===== src/hdl/mgt_pkg.sv =====
// Package for the multitouch gesture tracker.
// Holds opcodes, result codes, register indexes and the packed item widths.
// No dependencies.
package mgt_pkg;

  localparam int ID_W    = 8;
  localparam int COORD_W = 16;
  localparam int CFG_W   = 5;
  localparam int STAT_W  = 2;
  localparam int EV_W    = 2;
  localparam int CNT_W   = 5;
  localparam int OP_W    = 3;

  localparam int IN_DATA_W  = 40;
  localparam int OUT_DATA_W = 80;

  localparam logic [OP_W-1:0] OP_BEGIN  = 3'd0;
  localparam logic [OP_W-1:0] OP_UPDATE = 3'd1;
  localparam logic [OP_W-1:0] OP_END    = 3'd2;
  localparam logic [OP_W-1:0] OP_RESET  = 3'd3;
  localparam logic [OP_W-1:0] OP_QUERY  = 3'd4;

  localparam logic [STAT_W-1:0] STAT_HANDLED   = 2'd0;
  localparam logic [STAT_W-1:0] STAT_UNHANDLED = 2'd1;
  localparam logic [STAT_W-1:0] STAT_FULL      = 2'd2;

  localparam logic [EV_W-1:0] EV_NONE    = 2'd0;
  localparam logic [EV_W-1:0] EV_BEGAN   = 2'd1;
  localparam logic [EV_W-1:0] EV_UPDATED = 2'd2;
  localparam logic [EV_W-1:0] EV_ENDED   = 2'd3;

  localparam logic REG_ACTIVE_LO = 1'b0;
  localparam logic REG_ACTIVE_HI = 1'b1;

  localparam logic signed [COORD_W-1:0] COORD_MAX = 16'sh7fff;
  localparam logic signed [COORD_W-1:0] COORD_MIN = -16'sh8000;

endpackage


===== src/hdl/mgt_ram.sv =====
// Generic simple dual-port RAM with one write port and a registered read port.
// No dependencies.
module mgt_ram #(
  parameter int WIDTH = 40,
  parameter int DEPTH = 16
) (
  input  logic                     clk,
  input  logic                     we,
  input  logic [$clog2(DEPTH)-1:0] waddr,
  input  logic [WIDTH-1:0]         wdata,
  input  logic [$clog2(DEPTH)-1:0] raddr,
  output logic [WIDTH-1:0]         rdata
);

  logic [WIDTH-1:0] mem [DEPTH];

  always_ff @(posedge clk) begin
    if (we) begin
      mem[waddr] <= wdata;
    end
    rdata <= mem[raddr];
  end

endmodule


===== src/hdl/multitouch_gesture_tracker.sv =====
// Top level of the multitouch gesture tracker.
// Depends on mgt_pkg and mgt_ram.
//
// The block keeps a table of up to MAX_SLOTS touch points and answers every input item with
// exactly one result item. It takes one item at a time and accepts no new item until it is
// done with the last: a pass over the slot RAM looks up the touch id and a free slot, the
// change is applied, a second pass over the slot RAM builds the bounding box, the output
// register is loaded and the block returns to idle to take the next item, all through the
// single read port of the slot RAM. The output register lets the next item be taken while an
// earlier result still waits to be read; if that result is still waiting when the next one is
// ready, the block holds until it is read. Configuration is written through cfg_we, cfg_index
// and cfg_data; the user must do so only while the block is idle, which the block itself does
// not enforce.
module multitouch_gesture_tracker #(
  parameter int MAX_SLOTS = 16
) (
  input  logic                              clk,
  input  logic                              rst,
  input  logic                              cfg_we,
  input  logic                              cfg_index,
  input  logic [mgt_pkg::CFG_W-1:0]         cfg_data,
  input  logic                              s_tvalid,
  output logic                              s_tready,
  // touch_id[7:0], touch_x[23:8], touch_y[39:24]
  input  logic [mgt_pkg::IN_DATA_W-1:0]     s_tdata,
  // opcode[2:0]
  input  logic [mgt_pkg::OP_W-1:0]          s_tuser,
  output logic                              m_tvalid,
  input  logic                              m_tready,
  // status[1:0], gesture_event[3:2], touch_count[8:4], center_valid[9], mid_x[25:10],
  // mid_y[41:26], found[42], found_x[58:43], found_y[74:59], zero[79:75]
  output logic [mgt_pkg::OUT_DATA_W-1:0]    m_tdata
);

  import mgt_pkg::*;

  localparam int AW = $clog2(MAX_SLOTS);
  localparam int CW = $clog2(MAX_SLOTS + 1);
  localparam int RW = (CW > CFG_W) ? CW : CFG_W;
  localparam int MW = ID_W + 2 * COORD_W;
  localparam logic [CW-1:0] LAST = CW'(MAX_SLOTS);

  localparam logic [2:0] ST_IDLE  = 3'd0;
  localparam logic [2:0] ST_SCAN1 = 3'd1;
  localparam logic [2:0] ST_APPLY = 3'd2;
  localparam logic [2:0] ST_SCAN2 = 3'd3;
  localparam logic [2:0] ST_DONE  = 3'd4;

  logic [2:0]                 state;
  logic [CW-1:0]              scan_cnt;
  logic                       pipe_vld;
  logic [AW-1:0]              pipe_idx;
  logic [AW-1:0]              rd_addr;
  logic [MW-1:0]              rd_data;
  logic [ID_W-1:0]            rd_id;
  logic signed [COORD_W-1:0]  rd_x;
  logic signed [COORD_W-1:0]  rd_y;

  logic [CFG_W-1:0]           active_lo;
  logic [CFG_W-1:0]           active_hi;
  logic [MAX_SLOTS-1:0]       slot_valid;
  logic [CW-1:0]              active_count;

  logic [OP_W-1:0]            op;
  logic [ID_W-1:0]            id;
  logic signed [COORD_W-1:0]  px;
  logic signed [COORD_W-1:0]  py;

  logic                       hit;
  logic [AW-1:0]              hit_idx;
  logic signed [COORD_W-1:0]  hit_x;
  logic signed [COORD_W-1:0]  hit_y;
  logic                       has_free;
  logic [AW-1:0]              free_idx;

  logic signed [COORD_W-1:0]  xmin;
  logic signed [COORD_W-1:0]  xmax;
  logic signed [COORD_W-1:0]  ymin;
  logic signed [COORD_W-1:0]  ymax;
  logic                       any;

  logic [STAT_W-1:0]          status;
  logic [EV_W-1:0]            gev;
  logic                       found;
  logic signed [COORD_W-1:0]  found_x;
  logic signed [COORD_W-1:0]  found_y;

  logic [STAT_W-1:0]          status_next;
  logic [EV_W-1:0]            gev_next;
  logic                       found_next;
  logic [CW-1:0]              count_next;
  logic [MAX_SLOTS-1:0]       valid_next;
  logic                       wr_en;
  logic [AW-1:0]              wr_addr;
  logic                       was;
  logic                       is_now;
  logic                       rule;

  logic                       cv;
  logic [COORD_W:0]           dx;
  logic [COORD_W:0]           dy;
  logic signed [COORD_W-1:0]  cx;
  logic signed [COORD_W-1:0]  cy;

  function automatic logic in_rng(input logic [CW-1:0] n, input logic [CFG_W-1:0] lo,
                                  input logic [CFG_W-1:0] hi);
    logic [RW-1:0] nw;
    nw = RW'(n);
    return (nw >= RW'(lo)) && (nw <= RW'(hi));
  endfunction

  assign rd_addr = (scan_cnt != LAST) ? scan_cnt[AW-1:0] : '0;
  assign rd_id   = rd_data[MW-1 -: ID_W];
  assign rd_y    = rd_data[2*COORD_W-1 -: COORD_W];
  assign rd_x    = rd_data[COORD_W-1:0];

  mgt_ram #(
    .WIDTH (MW),
    .DEPTH (MAX_SLOTS)
  ) u_slot_ram (
    .clk   (clk),
    .we    (wr_en),
    .waddr (wr_addr),
    .wdata ({id, py, px}),
    .raddr (rd_addr),
    .rdata (rd_data)
  );

  assign s_tready = (state == ST_IDLE);

  always_comb begin
    status_next = STAT_HANDLED;
    gev_next    = EV_NONE;
    found_next  = 1'b0;
    count_next  = active_count;
    valid_next  = slot_valid;
    wr_en       = 1'b0;
    wr_addr     = hit_idx;
    rule        = 1'b0;
    was         = in_rng(active_count, active_lo, active_hi);
    if (op == OP_RESET) begin
      gev_next   = was ? EV_ENDED : EV_NONE;
      valid_next = '0;
      count_next = '0;
    end else if (op == OP_QUERY) begin
      found_next = hit && (id != '0);
    end else if ((id == '0) || (op > OP_QUERY)) begin
      status_next = STAT_UNHANDLED;
    end else begin
      rule = 1'b1;
      case (op)
        OP_BEGIN: begin
          if (hit) begin
            wr_en = state == ST_APPLY;
          end else if (has_free) begin
            wr_en                = state == ST_APPLY;
            wr_addr              = free_idx;
            valid_next[free_idx] = 1'b1;
            count_next           = active_count + CW'(1);
          end else begin
            status_next = STAT_FULL;
            rule        = 1'b0;
          end
        end
        OP_UPDATE: begin
          if (hit) begin
            wr_en = state == ST_APPLY;
          end else begin
            status_next = STAT_UNHANDLED;
            rule        = 1'b0;
          end
        end
        default: begin
          if (hit) begin
            valid_next[hit_idx] = 1'b0;
            count_next          = active_count - CW'(1);
          end
        end
      endcase
    end
    is_now = in_rng(count_next, active_lo, active_hi);
    if (rule) begin
      if (is_now) begin
        gev_next = was ? EV_UPDATED : EV_BEGAN;
      end else if (was) begin
        gev_next = EV_ENDED;
      end
    end
  end

  always_comb begin
    cv = in_rng(active_count, active_lo, active_hi);
    dx = {xmax[COORD_W-1], xmax} - {xmin[COORD_W-1], xmin};
    dy = {ymax[COORD_W-1], ymax} - {ymin[COORD_W-1], ymin};
    cx = xmin + $signed(dx[COORD_W:1]);
    cy = ymin + $signed(dy[COORD_W:1]);
    if (!(cv && any)) begin
      cx = '0;
      cy = '0;
    end
  end

  always_ff @(posedge clk) begin
    if (rst) begin
      state        <= ST_IDLE;
      scan_cnt     <= '0;
      pipe_vld     <= 1'b0;
      active_lo    <= CFG_W'(1);
      active_hi    <= CFG_W'(1);
      slot_valid   <= '0;
      active_count <= '0;
      m_tvalid     <= 1'b0;
    end else begin
      if (cfg_we) begin
        if (cfg_index == REG_ACTIVE_LO) begin
          active_lo <= cfg_data;
        end else begin
          active_hi <= cfg_data;
        end
      end
      if (m_tvalid && m_tready) begin
        m_tvalid <= 1'b0;
      end
      pipe_vld <= ((state == ST_SCAN1) || (state == ST_SCAN2)) && (scan_cnt != LAST);
      pipe_idx <= rd_addr;
      case (state)
        ST_IDLE: begin
          if (s_tvalid) begin
            op       <= s_tuser;
            id       <= s_tdata[ID_W-1:0];
            px       <= s_tdata[ID_W+COORD_W-1 -: COORD_W];
            py       <= s_tdata[ID_W+2*COORD_W-1 -: COORD_W];
            scan_cnt <= '0;
            hit      <= 1'b0;
            has_free <= 1'b0;
            state    <= ST_SCAN1;
          end
        end
        ST_SCAN1: begin
          if (pipe_vld) begin
            if (slot_valid[pipe_idx] && (rd_id == id) && !hit) begin
              hit     <= 1'b1;
              hit_idx <= pipe_idx;
              hit_x   <= rd_x;
              hit_y   <= rd_y;
            end
            if (!slot_valid[pipe_idx] && !has_free) begin
              has_free <= 1'b1;
              free_idx <= pipe_idx;
            end
          end
          if (scan_cnt == LAST) begin
            state <= ST_APPLY;
          end else begin
            scan_cnt <= scan_cnt + CW'(1);
          end
        end
        ST_APPLY: begin
          slot_valid   <= valid_next;
          active_count <= count_next;
          status       <= status_next;
          gev          <= gev_next;
          found        <= found_next;
          found_x      <= found_next ? hit_x : '0;
          found_y      <= found_next ? hit_y : '0;
          xmin         <= COORD_MAX;
          ymin         <= COORD_MAX;
          xmax         <= COORD_MIN;
          ymax         <= COORD_MIN;
          any          <= 1'b0;
          scan_cnt     <= '0;
          state        <= ST_SCAN2;
        end
        ST_SCAN2: begin
          if (pipe_vld && slot_valid[pipe_idx]) begin
            any <= 1'b1;
            if (rd_x < xmin) xmin <= rd_x;
            if (rd_x > xmax) xmax <= rd_x;
            if (rd_y < ymin) ymin <= rd_y;
            if (rd_y > ymax) ymax <= rd_y;
          end
          if (scan_cnt == LAST) begin
            state <= ST_DONE;
          end else begin
            scan_cnt <= scan_cnt + CW'(1);
          end
        end
        ST_DONE: begin
          if (!m_tvalid || m_tready) begin
            m_tvalid <= 1'b1;
            state    <= ST_IDLE;
          end
        end
        default: begin
          state <= ST_IDLE;
        end
      endcase
    end
  end

  always_ff @(posedge clk) begin
    if ((state == ST_DONE) && (!m_tvalid || m_tready)) begin
      m_tdata <= {5'd0, found_y, found_x, found, cy, cx, cv,
                  CNT_W'(active_count), gev, status};
    end
  end

endmodule


===== config.mk =====
export PLATFORM = sky130hd
export DESIGN_NAME = multitouch_gesture_tracker
export DESIGN_NICKNAME = d
export VERILOG_FILES = /design/src/hdl/mgt_pkg.sv /design/src/hdl/mgt_ram.sv /design/src/hdl/multitouch_gesture_tracker.sv
export SDC_FILE = /design/constraint.sdc
export NUM_CORES = 1
export LEC_CHECK = 0
export ABC_AREA = 0
export BUFFER_PORTS_ARGS = -buffer_cell sky130_fd_sc_hd__clkbuf_2
export CORE_AREA = 2 2 230 458
export CTS_CLUSTER_SIZE = 10
export DETAILED_ROUTE_END_ITERATION = 10
export DIE_AREA = 0 0 232 460
export GPL_ROUTABILITY_DRIVEN = 0
export SYNTH_ARGS = -nofsm -noshare
export SYNTH_HDL_FRONTEND = slang
export SYNTH_SLANG_ARGS = --single-unit

===== constraint.sdc =====
create_clock -name clk -period 4.6 [get_ports clk]
set_input_delay 0.23 -clock clk [delete_from_list [all_inputs] [get_ports clk]]
set_output_delay 0.23 -clock clk [all_outputs]
set_load 0.03 [all_outputs]

# After elaboration in Yosys (flattened, before gate mapping)

Memory sizes are Yosys's and may differ from the RTL's. A register that Yosys moved wholly into a read port is not among the register bits.
Cells that the tools add are included.

Bits in registers: 307
Memory bits (writable): 640
Bits of input ports: 54
Output and inout bits: 82
Logic and storage cells: 222
Memories: 1

Memories:

| name           | depth | width | read ports | clocked after Yosys merged registers in | write ports | line          | text |
|---|---|---|---|---|---|---|---|
| u_slot_ram.mem | 16    | 40    | 1          | 1                                       | 1           | mgt_ram.sv:15 | `logic [WIDTH-1:0] mem [DEPTH];` |

$add $sub $neg: 7
Magnitude comparators: 14
Eq/ne operators: 28
Mux-type cells: 88
Bitwise gates (word level): 5
Reductions and logical operators: 47

Operators by type and width:

| cell                  | number |
|---|---|
| $mux W16              | 14 |
| $pmux W16 S2          | 5 |
| $mux W5               | 8 |
| $sub A16 B16 Y17      | 2 |
| $add A16 B16 Y16      | 2 |
| $gt A16 B16 Y1        | 2 |
| $lt A16 B16 Y1        | 2 |
| $mux W1               | 30 |
| $mux W4               | 7 |
| $reduce_and A4 Y1     | 7 |
| $ne A2 B1 Y1 const B  | 9 |
| $and A16 B16 Y16      | 1 |
| $mux W2               | 8 |
| $not A16 Y16          | 1 |
| $or A16 B16 Y16       | 1 |
| $lt A4 B5 Y1 const B  | 3 |
| $pmux W3 S5           | 1 |
| $pmux W5 S3           | 1 |
| $ne A2 B2 Y1 const B  | 7 |
| $logic_and A1 B1 Y1   | 13 |
| $mux W3               | 4 |
| $add A5 B1 Y5 const B | 2 |
| $ge A5 B5 Y1          | 2 |
| $le A5 B5 Y1          | 2 |
| 29 further kinds      | 55 |

# Depth between registers and ports, before layout

Word-level depth: 11
Depth in mapped cells: 17
Depth with buffers taken out: 17

# Hierarchy

From an unflattened synthesis, not the netlist that was laid out.

Cells, all modules: 2402
Area total of the unflattened synthesis: 41178.2 um2

Modules (own cells, without submodules):

| module                     | instances | cells an instance | area an instance (um2) | sequential area each (um2) |
|---|---|---|---|---|
| mgt_ram                    | 1         | 1040              | 25131.6                | 20019.2 |
| multitouch_gesture_tracker | 1         | 1362              | 16046.6                | 8808.4 |

# Worst setup path before layout

No wires, ideal clock.

Path type: register to register
From: reg id[4]
To: mem u_slot_ram.mem[7][0] (enable)
Setup time: 0.437 ns
Data arrival time: 3.616 ns
Required time: 4.163 ns
Path slack: 0.547 ns
Stages on the path, launching flop included: 8
Path buffers: 1
Cells stage by stage: edfxtp_1 or4_1 nor2_1 nor2_1 buf_2 o21ai_1 nand2_1 nor2_1

Longest elaborated chain between the ends: 7
Elaborated cells between the ends (all ways): 10
Classes of those cells: mux: 8; reduce/logical: 2

RTL lines:

| what                          | line                              | text |
|---|---|---|
| from (decl)                   | multitouch_gesture_tracker.sv:65  | `logic [ID_W-1:0] id;` |
| from (signal assigned)        | multitouch_gesture_tracker.sv:230 | `id <= s_tdata[ID_W-1:0];` |
| $logic_not A8 Y1 (*)          | multitouch_gesture_tracker.sv:147 | `end else if ((id == '0) \|\| (op > OP_QUERY)) begin` |
| $logic_or A1 B1 Y1 (*)        | multitouch_gesture_tracker.sv:147 |  |
| $mux W1                       | multitouch_gesture_tracker.sv:147 |  |
| $mux W1                       | multitouch_gesture_tracker.sv:145 | `end else if (op == OP_QUERY) begin` |
| $mux W1                       | multitouch_gesture_tracker.sv:141 | `if (op == OP_RESET) begin` |
| $mux W1                       | mgt_ram.sv:18                     | `if (we) begin` |
| $mux W1 (not written as such) | mgt_ram.sv:19                     | `mem[waddr] <= wdata;` |
| to (decl)                     | mgt_ram.sv:15                     |  |

Mark *: on every way between the ends. The rest lies on a longest branch, timed or not.

# Worst setup path after layout

From: reg xmin[1]
To: reg m_tdata[25] (netlist bit), data pin

Longest elaborated chain between the ends: 2

RTL lines:

| what                   | line                              | text |
|---|---|---|
| from (decl)            | multitouch_gesture_tracker.sv:76  | `logic signed [COORD_W-1:0] xmin;` |
| from (signal assigned) | multitouch_gesture_tracker.sv:277 | `if (rd_x < xmin) xmin <= rd_x;` |
| $sub A16 B16 Y17       | multitouch_gesture_tracker.sv:193 | `dx = {xmax[COORD_W-1], xmax} - {xmin[COORD_W-1], xmin};` |
| $add A16 B16 Y16 (*)   | multitouch_gesture_tracker.sv:195 | `cx = xmin + $signed(dx[COORD_W:1]);` |
| to (signal assigned)   | multitouch_gesture_tracker.sv:303 | `m_tdata <= {5'd0, found_y, found_x, found, cy, cx, cv,` |
| to (decl)              | multitouch_gesture_tracker.sv:32  | `output logic [mgt_pkg::OUT_DATA_W-1:0] m_tdata` |

Marks and branches as above.
A chain may end at the register's enable or synchronous reset.

==> flow_summary.yaml <==
critical_path:
  cp-start-kind: "flop"
  regToRegSetupSlack_ns: 0.35
  r2r-end: "m_tdata[25]"
  category_of_the_critical_setup_timing_path: "flop to flop"
  worst_path_max_fanout: 6
  crit_path_from: "xmin[1]"
  critical_path.endpoint: "m_tdata[25]"
  reg2regPathDepth: 15
  crit_path_end_kind: "flop"
  crit_required_ns: 5.06
  worst-endpoint-arrival_ns: 4.71
  timing.rr.start: "xmin[1]"
synthesis:
  synth.cell_area_um2: 42010
  synth.top_cells.by_count: "906 x sky130_fd_sc_hd__edfxtp_1, 213 x sky130_fd_sc_hd__nand2_1, 168 x sky130_fd_sc_hd__mux2i_1, 152 x sky130_fd_sc_hd__a211oi_1, 144 x sky130_fd_sc_hd__ha_1"
  synthesis.yosys.warnings: 0
  synth_edf_count: 906
  netlist-cell-type-count: 72
  post_synth_inst_count: 2852
  synth_flop_cell: "sky130_fd_sc_hd__edfxtp_1"
  synth-seq-area-share_pct: 68.62
  synth.top_cells.by_area: "sky130_fd_sc_hd__edfxtp_1 65%, sky130_fd_sc_hd__ha_1 4.3%, sky130_fd_sc_hd__mux2i_1 4.0%"
  ys_ff_latch: 987
  synthDominantAreaCellType: "sky130_fd_sc_hd__edfxtp_1"
  synthMostInstantiatedCell: "sky130_fd_sc_hd__edfxtp_1"
  synth_largest_type_area_fraction_pct: 64.76
  syn_avg_cell_area_um2: 14.73
  postSynth.asyncResetShare_pct: 0
global_routing:
  grt_start_max_net_pins: 165
  via_count_of_the_first_global_routing_pass: 25820
  first_pass_grt_wire_length_um: 152100
  grt_remaining_overflow: 0
  globalRouteTotalUtil_pct: 18.97
  grt_antenna_before_repair: 3
routing:
  dr.pass1.iters: 5
  highest_layer: "met4"
  route.final.wire_length_um: 100800
  dr_total_vias: 24740
  first_iter_violations: 1711
  postRouteAntennaNets: 0
  detailroute.wirelength.met2_um: 54900
  met1Wirelength_um: 37630
  detailroute.wirelength.met3_um: 3586
  drc: 0
  viasPerCell: 5.461
  avgRoutedWirePerCell_um: 22.25
layout:
  final_cell_count_no_fill: 4530
  synthToLayoutAreaGrowth_pct: 15.12
  drive_above_1_share_pct: 12.62
  fillers: 8954
  final_nets: 3283
floorplanning:
  row_count: 167
  height_of_the_chip_um: 460
  core_box_area_um2: 103400
  floorplan.die.width_um: 232
  boundaryPins: 136
  initial_utilization_pct: 40.62
  die_area_um2: 106700
cts:
  htreeDepth: 3
  cts_root_buffer: "sky130_fd_sc_hd__clkbuf_16"
  clock_slew_at_reported_path_ffs_ns: 0.06
  cts_buffers: 108
  max-clock-path-buffers: 3
  cts_tree: "done"
  clk-insertion-delay-late_ns: 0.72
  cts_sinks: 987
  setup_buffers_after_cts: 0
run:
  maxCapViolCount: 0
sta:
  max_slew.worst_pin.slew_ns: 1.143
  timing_hold_violations_final: 0
  fin_ws_ns: 0.3501
  relSlewSlack_pct: 23.82
  period_needed_ns: 4.250
  timing.final.max_slew_violations: 0
  fmaxAchievable_ghz: 0.2353
  skew_ns: 0.02972
  layout_worst_path_cycle_share_pct: 92.39
  setup-violations-final: 0
  finalSetupTns_ns: 0
  rsz0062_at_grt: "no"
power:
  cellLeakagePower_nw: 16.40
  power.density_cell_area_nw_per_um2: 383.4
  worst_ir_drop_vdd_mv: 0.2854
hold_path:
  hold_path.class: "input pin to flop"
  holdPathStages: 2
placement:
  dp_slack_ns: 0.4049
  port_buffers: 130
  dpl.hpwl_um: 62400
  placed_cells: 4269
run_status:
  outcome: "finished clean"
-- how the worst min path moves through the flow --
stage                     start           to  slack, ns
floorplan            s_tdata[0]        id[0]       0.33
global placement    found_y[13]  m_tdata[72]       0.40
detailed placement   found_x[4]  m_tdata[47]       0.40
CTS                  s_tdata[3]        id[3]       0.18
global route        s_tdata[30]        py[6]       0.22
finish               s_tdata[3]        id[3]       0.22
-- cell usage in the layout, fill, tap and decap left out, drive strengths merged, types with 43 or more instances in the layout --
master and count:
nand2 213, a31oi 48, edfxtp 906, inv 106, a211oi 152, dfxtp 81, nor2b 90, o21ai 54
ha 144, clkbuf 330, a311oi 43, mux4 45, mux2i 168, a21oi 125, buf 70, nor2 107
dlygate4sd3 54
-- layout make-up --
cell class	count	area, um2	share of cell area (%)
antenna	1	2.502	0.005174
clock inverter	6	103.9	0.2147
multi-input combinational	1628	12290	25.42
tap	1352	1692	3.498
inverter	102	387.9	0.8020
clock buffer	200	3079	6.367
timing repair buffer	254	1967	4.067
sequential	987	28840	59.63
-- registers in the layout (all words and copies together), names as in the netlist, 8 cells and up --
signal and flops:
hit_y 16, ymax 16, found_y 16, u_slot_ram.rdata 40, py 16, px 16, id 8, ymin 16
u_slot_ram.mem 640, xmax 16, hit_x 16, xmin 16, slot_valid 16, found_x 16, m_tdata 75
-- cell families after synthesis --
group | share of synthesized area (%)
XOR/XNOR | 1.376
AND/OR/NAND/NOR | 7.789
multiplexers | 6.469
AO/OA/AOI/OAI | 8.697
flip-flops | 68.62
buffers and inverters | 2.535
other | 0.008927
adder cells (fa/ha/maj) | 4.503
-- metrics by stage --
step | hold WS, ns | total power [W] | util [%] | area, um2
2_1_floorplan | 0.3289 | 0.01054 | - | 42020
3_3_place_gp | 0.4018 | 0.01079 | 43.15 | 44630
3_5_place_dp | 0.4045 | 0.01081 | 43.15 | 44630
4_1_cts | 0.1819 | 0.01874 | 46.75 | 48350
5_1_grt | 0.2151 | 0.01913 | 46.76 | 48360
6_report | 0.2248 | 0.01854 | 46.76 | 48360
-- worst max-delay path: stages (launching register included) --
cell and delay, ns:
sky130_fd_sc_hd__edfxtp_1 0.44, sky130_fd_sc_hd__inv_1 0.15, sky130_fd_sc_hd__ha_1 0.25, sky130_fd_sc_hd__a2111oi_0 0.43, sky130_fd_sc_hd__o21bai_1 0.23, sky130_fd_sc_hd__a311oi_1 0.32, sky130_fd_sc_hd__buf_4 0.18, sky130_fd_sc_hd__xnor2_1 0.11
sky130_fd_sc_hd__ha_1 0.32, sky130_fd_sc_hd__a21oi_1 0.30, sky130_fd_sc_hd__a21boi_1 0.11, sky130_fd_sc_hd__o21a_1 0.19, sky130_fd_sc_hd__nor3_1 0.29, sky130_fd_sc_hd__o31ai_1 0.13, sky130_fd_sc_hd__xnor2_1 0.19, sky130_fd_sc_hd__mux2_2 0.35
-- power breakdown --
group | switching, W | leakage, nW | internal, W
clock network | 0.00340 | 1.50 | 0.00448
registers | 0.000132 | 8.86 | 0.00980
logic | 0.000422 | 6.04 | 0.000304
total | 0.00396 | 16.4 | 0.0146
-- routing by layer --
metal / vias to the layer above / GRT usage (%)
li1: 11410 / -
met1: 12480 / 20.52
met2: 633 / 35.77
met3: 215 / 2.496
met4: 0 / 9.428
met5: - / 0
-- repair_timing --
action,in CTS,in global routing
hold endpoints to repair,56,0
endpoints found under the setup margin,0,1
gates resized for setup,0,1
hold buffers,54,0
No activity file was read; power rests on OpenSTA's default activity.
